==> src/sv/dmc_ram.sv <==
// Generic single-write, single-read RAM with registered read data.
// No dependencies.
module dmc_ram #(
    parameter int WIDTH = 8,
    parameter int DEPTH = 256
) (
    input  logic                     clk,
    input  logic                     we,
    input  logic [$clog2(DEPTH)-1:0] waddr,
    input  logic [WIDTH-1:0]         wdata,
    input  logic [$clog2(DEPTH)-1:0] raddr,
    output logic [WIDTH-1:0]         rdata
);

    logic [WIDTH-1:0] mem [DEPTH];

    always_ff @(posedge clk)
    begin
        if (we)
            mem[waddr] <= wdata;
        rdata <= mem[raddr];
    end

endmodule

==> config.mk <==
export PLATFORM = sky130hd
export DESIGN_NAME = dmc_ram
export DESIGN_NICKNAME = d
export VERILOG_FILES = /design/src/sv/dmc_ram.sv
export SDC_FILE = /design/constraint.sdc
export NUM_CORES = 2
export LEC_CHECK = 0
export BUFFER_PORTS_ARGS = -buffer_cell sky130_fd_sc_hd__buf_2
export CAP_MARGIN = 20
export CORE_AREA = 2 2 579 351
export DETAILED_ROUTE_END_ITERATION = 10
export DIE_AREA = 0 0 581 353
export GPL_ROUTABILITY_DRIVEN = 0
export GPL_TIMING_DRIVEN = 0
export SETUP_SLACK_MARGIN = 0.1
export SYNTH_ARGS = -nofsm -noshare
export SYNTH_HDL_FRONTEND = slang
export SYNTH_SLANG_ARGS = --single-unit
==> constraint.sdc <==
create_clock -name clk -period 4.5 [get_ports clk]
set_input_delay 0.675 -clock clk [delete_from_list [all_inputs] [get_ports clk]]
set_output_delay 0.675 -clock clk [all_outputs]
set_load 0.005 [all_outputs]
==> Word level (Yosys, flattened, before mapping) <==
Memory sizes are Yosys's and may differ from the RTL's. A register that Yosys moved wholly into a read port is not among the register bits.
Index checks and enable logic that the tools add are counted.
{ "op_classes": {"muxes": 2} }
{ "op_table": {"columns": ["cell", "n"], "rows": [
  ["$mux 1", 2]
]} }
{ "word_totals": {"in_bits": 26, "register_bits": 0, "memories": 1, "word_cells": 3, "out_inout_bits": 8, "ramBits": 2048} }
{ "memory_table": {"columns": ["memory", "words", "width", "read_ports", "rd_ports_with_merged_regs", "wr", "line_no", "text"], "rows": [
  ["mem", 256, 8, 1, 1, 1, "15", "logic [WIDTH-1:0] mem [DEPTH];"]
]} }

==> Logic depth before layout (Yosys ltp) <==
{ "logic_depth": {"word_depth": 2, "depth_mapped": 11, "depth_no_buf": 6} }

==> Least setup slack after synthesis <==
OpenSTA, ideal clock, no wires.
{ "synth_timing": {"path_type": "input -> register", "start": "input port raddr[0]", "end": "register rdata[2] (read register of mem)", "n_path_buf": 4, "slack_ns": 1.887, "arrival_time_ns": 2.482, "path_stages": 9, "required_ns": 4.369, "setup_time_ns": 0.131, "path_cell_list": "buf_6 buf_12 buf_8 buf_2 mux4_2 a22oi_1 a21oi_1 nor4_1 nor4_2"} }
{ "synth_rtl": {"columns": ["item", "line_no", "text"], "rows": [
  ["from (decl)", "11", "input logic [$clog2(DEPTH)-1:0] raddr,"],
  ["to (decl)", "12", "output logic [WIDTH-1:0] rdata"]
]} }

==> results by group <==
Floorplanning
  – Core Region: between 200000 and 250000 µm²
  – Num ports: 34
  – Die Ht: around 350 µm
  – Initial core utilization: 0.3964
  – Die area: ~200000 µm²
  – Row Count: between 100 and 150
  – Die W: roughly 580 µm

Power and ir drop
  – Leak: about 28 nW
  – Maximum VDD drop: 315.1 µV
  – Sw Ratio: 0.2258
  – Logic pwr share: 0.062
  – Cell Pwr Density: 431.6 nW/µm²
  – Sequential power share: 0.543
  – Clock Power Share: 0.395
  – Switching pwr: 8.784 mW
  – Pwr Total: between 30 and 40 mW
  – Internal power: approximately 30 mW

Timing
  – Final hold viol count: 0
  – Final setup fails: 2
  – Period utilisation layout: 1.005
  – Slew Limit Fails: 0
  – Final hold slack: 220.9 ps
  – RSZ-0062 raised after global routing: no
  – Crit path time final: around 4500 ps
  – Slew Limit Headroom: 0.1432
  – F_max: between 0.2 and 0.25 GHz
  – Skew final: 47.02 ps
  – Final WS setup: -20.48 ps
  – Worst-margin pin slew: approximately 1300 ps

Finish
  – Area Overhead vs Synth: 13.29%
  – Post-route cell area: around 90000 µm²
  – Layout fillers: between 15k and 20k
  – Area of the multi-input gates: between 15000 and 20000 µm²
  – Layout cell share with drive strength beyond 1: 0.2299
  – Nets@finish: slightly above 4k
  – Seq. cell area: 61660 µm²

Yosys
  – Synth Warn #: 0
  – Synthesized area: approximately 80000 µm²
  – Mux cell area share after synthesis: 0.1462
  – Syn nets: ~3.8k
  – Post-synth EDFFs: 2048
  – Mapped Cells: between 3k and 4k
  – Ys flop type: edfxtp_1
  – Synth Register Bits: 2056
  – Post-Synth Simple-Gate Area: 0.02628
  – Seq/Total Area, Yosys: 0.7750
  – Synth Area in Adders: 0
  – Count of cell types in the netlist: 55
  – Largest family of logic cells by synthesized area: multiplexers
  – Async SR Flop Fraction: 0
  – Avg Cell Area, Syn: 21.31 µm²
  – Post-synthesis xor/xnor area fraction: 0
  – Post-synthesis compound-gate area fraction: 0.03419

Setup path
  – Crit path DAT: between 5000 and 6000 ps
  – Req. time, crit path: 5100 ps
  – Worst Setup End Kind: flip-flop
  – Crit Path Max Fanout: 10
  – Crit Path Class: input port to flip-flop
  – CP startpoint kind: input port

Placement
  – Placed Area: about 84000 µm²
  – Post-DP HPWL: around 180000 µm
  – Input/output buffers: 26
  – Pre-CTS setup slack: -713.2 ps

Clock network
  – CTS tree: yes
  – CTS H-Tree Depth: 4
  – Root Buffer: clkbuf_16
  – Max clock buf depth: 4
  – Clock Sink Count: a little over 2k
  – Total CTS buffers: between 150 and 200
  – Clk Latency, worst-skew pair: 830 ps
  – Clock transition at path regs: roughly 70 ps

Job
  – Max Cap Viol: 0

Route
  – Drt total wl: 256700 µm
  – Via Count: between 40k and 50k
  – Avg WL per Cell: 37.50 µm
  – DRT antenna net count: 0
  – Vias per cell: roughly 6.3
  – DRT iter0 DRCs: 8122
  – DRC: 0
  – Pre-antenna DRT Iters: 6

Global routing
  – GRT Total Usage: 0.2459
  – Initial antenna violation count: 18
  – Largest net degree at the start of global routing: about 140
  – Gr ovfl total: 0
  – Vias in the first global route: 39.94k
  – Global-route wire length before repair: between 300000 and 400000 µm

Run status
  – Failing checks: negative setup slack
  – Outcome: finished, violations left

Min path
  – Hold/Removal Path Class: input port to flip-flop
==> cell usage in the layout, fill, tap and decap left out, drive strengths merged, types with 8 or more instances in the layout <==
cell / count
nor4: 27
clkinv: 79
diode: 9
bufinv: 12
o211ai: 10
mux2i: 134
buf: 234
nor3: 22
o21ai: 12
nand2: 33
o221ai: 47
a22o: 8
edfxtp: 2048
a211oi: 16
a21oi: 96
nand2b: 8
nor2b: 31
mux4: 456
a22oi: 133
nand3: 34
nor2: 282
a221oi: 14
clkbuf: 337
o22ai: 28
dfxtp: 8
nand4: 10
==> layer usage <==
layer / track usage / routed length, µm / vias up
met2: 0.3069 / 97890 / 3216
met5: 0.0006820 / 77 / -
met1: 0.3782 / 108100 / 22940
met4: 0.05261 / 5655 / 10
met3: 0.1216 / 44970 / 365
li1: - / - / 16307
==> worst max-delay path: stages <==
cell	delay (ps)
buf_2	160
buf_4	380
buf_2	510
buf_2	740
mux4_2	410
a221oi_1	620
o32ai_1	300
nor3_1	960
nor4_1	330
==> timing repair <==
item / CTS / global route
hold buffers: 0 / 0
gates resized for setup: 0 / 2
endpoints found under the setup margin: 0 / 2
buffers inserted: 0 / 0
==> path summary, 6_finish.rpt <==
kind	startpoint	to	slack (ps)	depth (start not counted)
setup / recovery	raddr[1]	rdata[3]	-20	9
hold / removal	wdata[3]	mem[190][3]	220	1
setup reg to reg	mem[211][3]	rdata[3]	930	6
hold reg to reg	mem[104][7]	rdata[7]	1380	6
==> cell type report <==
cell class / instances / area share
Clock buffer: 226 / 0.05329
Tap cell: 2665 / 0.03700
Buffer: 233 / 0.01642
Sequential cell: 2056 / 0.6841
Clock inverter: 100 / 0.009051
Inverter: 2 / 0.00008329
Timing Repair Buffer: 112 / 0.01678
Multi-Input combinational cell: 1442 / 0.1830
Antenna cell: 9 / 0.0002499
==> state kept, by name (all words and copies together) (netlist names) <==
signal	cells
rdata	8
mem	2048
==> power by group through the flow <==
stage | clock [mW] | combinational (mW) | sequential (mW)
after floorplan | 0 | 1.03 | 21.5
after global placement | 0 | 2.20 | 21.6
after detailed placement | 0 | 2.32 | 21.5
after CTS | 15.4 | 2.32 | 21.1
after global routing | 16.2 | 2.45 | 21.1
final | 15.4 | 2.41 | 21.1
==> metrics by stage <==
| step | instances | util | TNS, ps |
|---|---|---|---|
| after floorplan | 3733 | - | 0 |
| after global placement | 6424 | 0.4137 | -1221320 |
| after detailed placement | 6499 | 0.4204 | -3892 |
| after CTS | 6825 | 0.4484 | 0 |
| after global routing | 6836 | 0.4490 | 0 |
| final | 6845 | 0.4491 | -33.78 |
==> logic make-up after synthesis <==
kind of cell	count (synthesis)
flip-flops	2056
multiplexers	591
AND/OR/NAND/NOR	466
AO/OA/AOI/OAI	385
buffers and inverters	235
==> cells in the mapped netlist, types with 5 or more instances <==
master    number  area (µm²)
buf_2         31       155.2
dfxtp_1        8       160.2
o22ai_1       28       175.2
buf_12         8       160.2
buf_8         13       195.2
nor2b_1       31       193.9
a221oi_1      13       113.9
nand2_1       33       123.9
and2_1         6       37.54
nand3_1       34       170.2
buf_4         27       202.7
a22o_1         8       70.07
nor4_1        24       150.1
a21oi_1       96       480.5
o21ai_0       10       50.05
buf_1         22       82.58
nor3_1        22       110.1
nand4_1       10       62.56
edfxtp_1    2048       61500
o211ai_1      10       75.07
o22a_1         5       43.79
a22oi_1      133       998.5
nor2_1       282        1059
a211oi_1      16       120.1
mux2i_1      134        1341
buf_6         21       236.5
o221ai_1      46       402.9
mux4_2       454       10220
nand2b_1       8       50.05
clkbuf_1     111       416.7
Power figures use the tool's default switching activity.
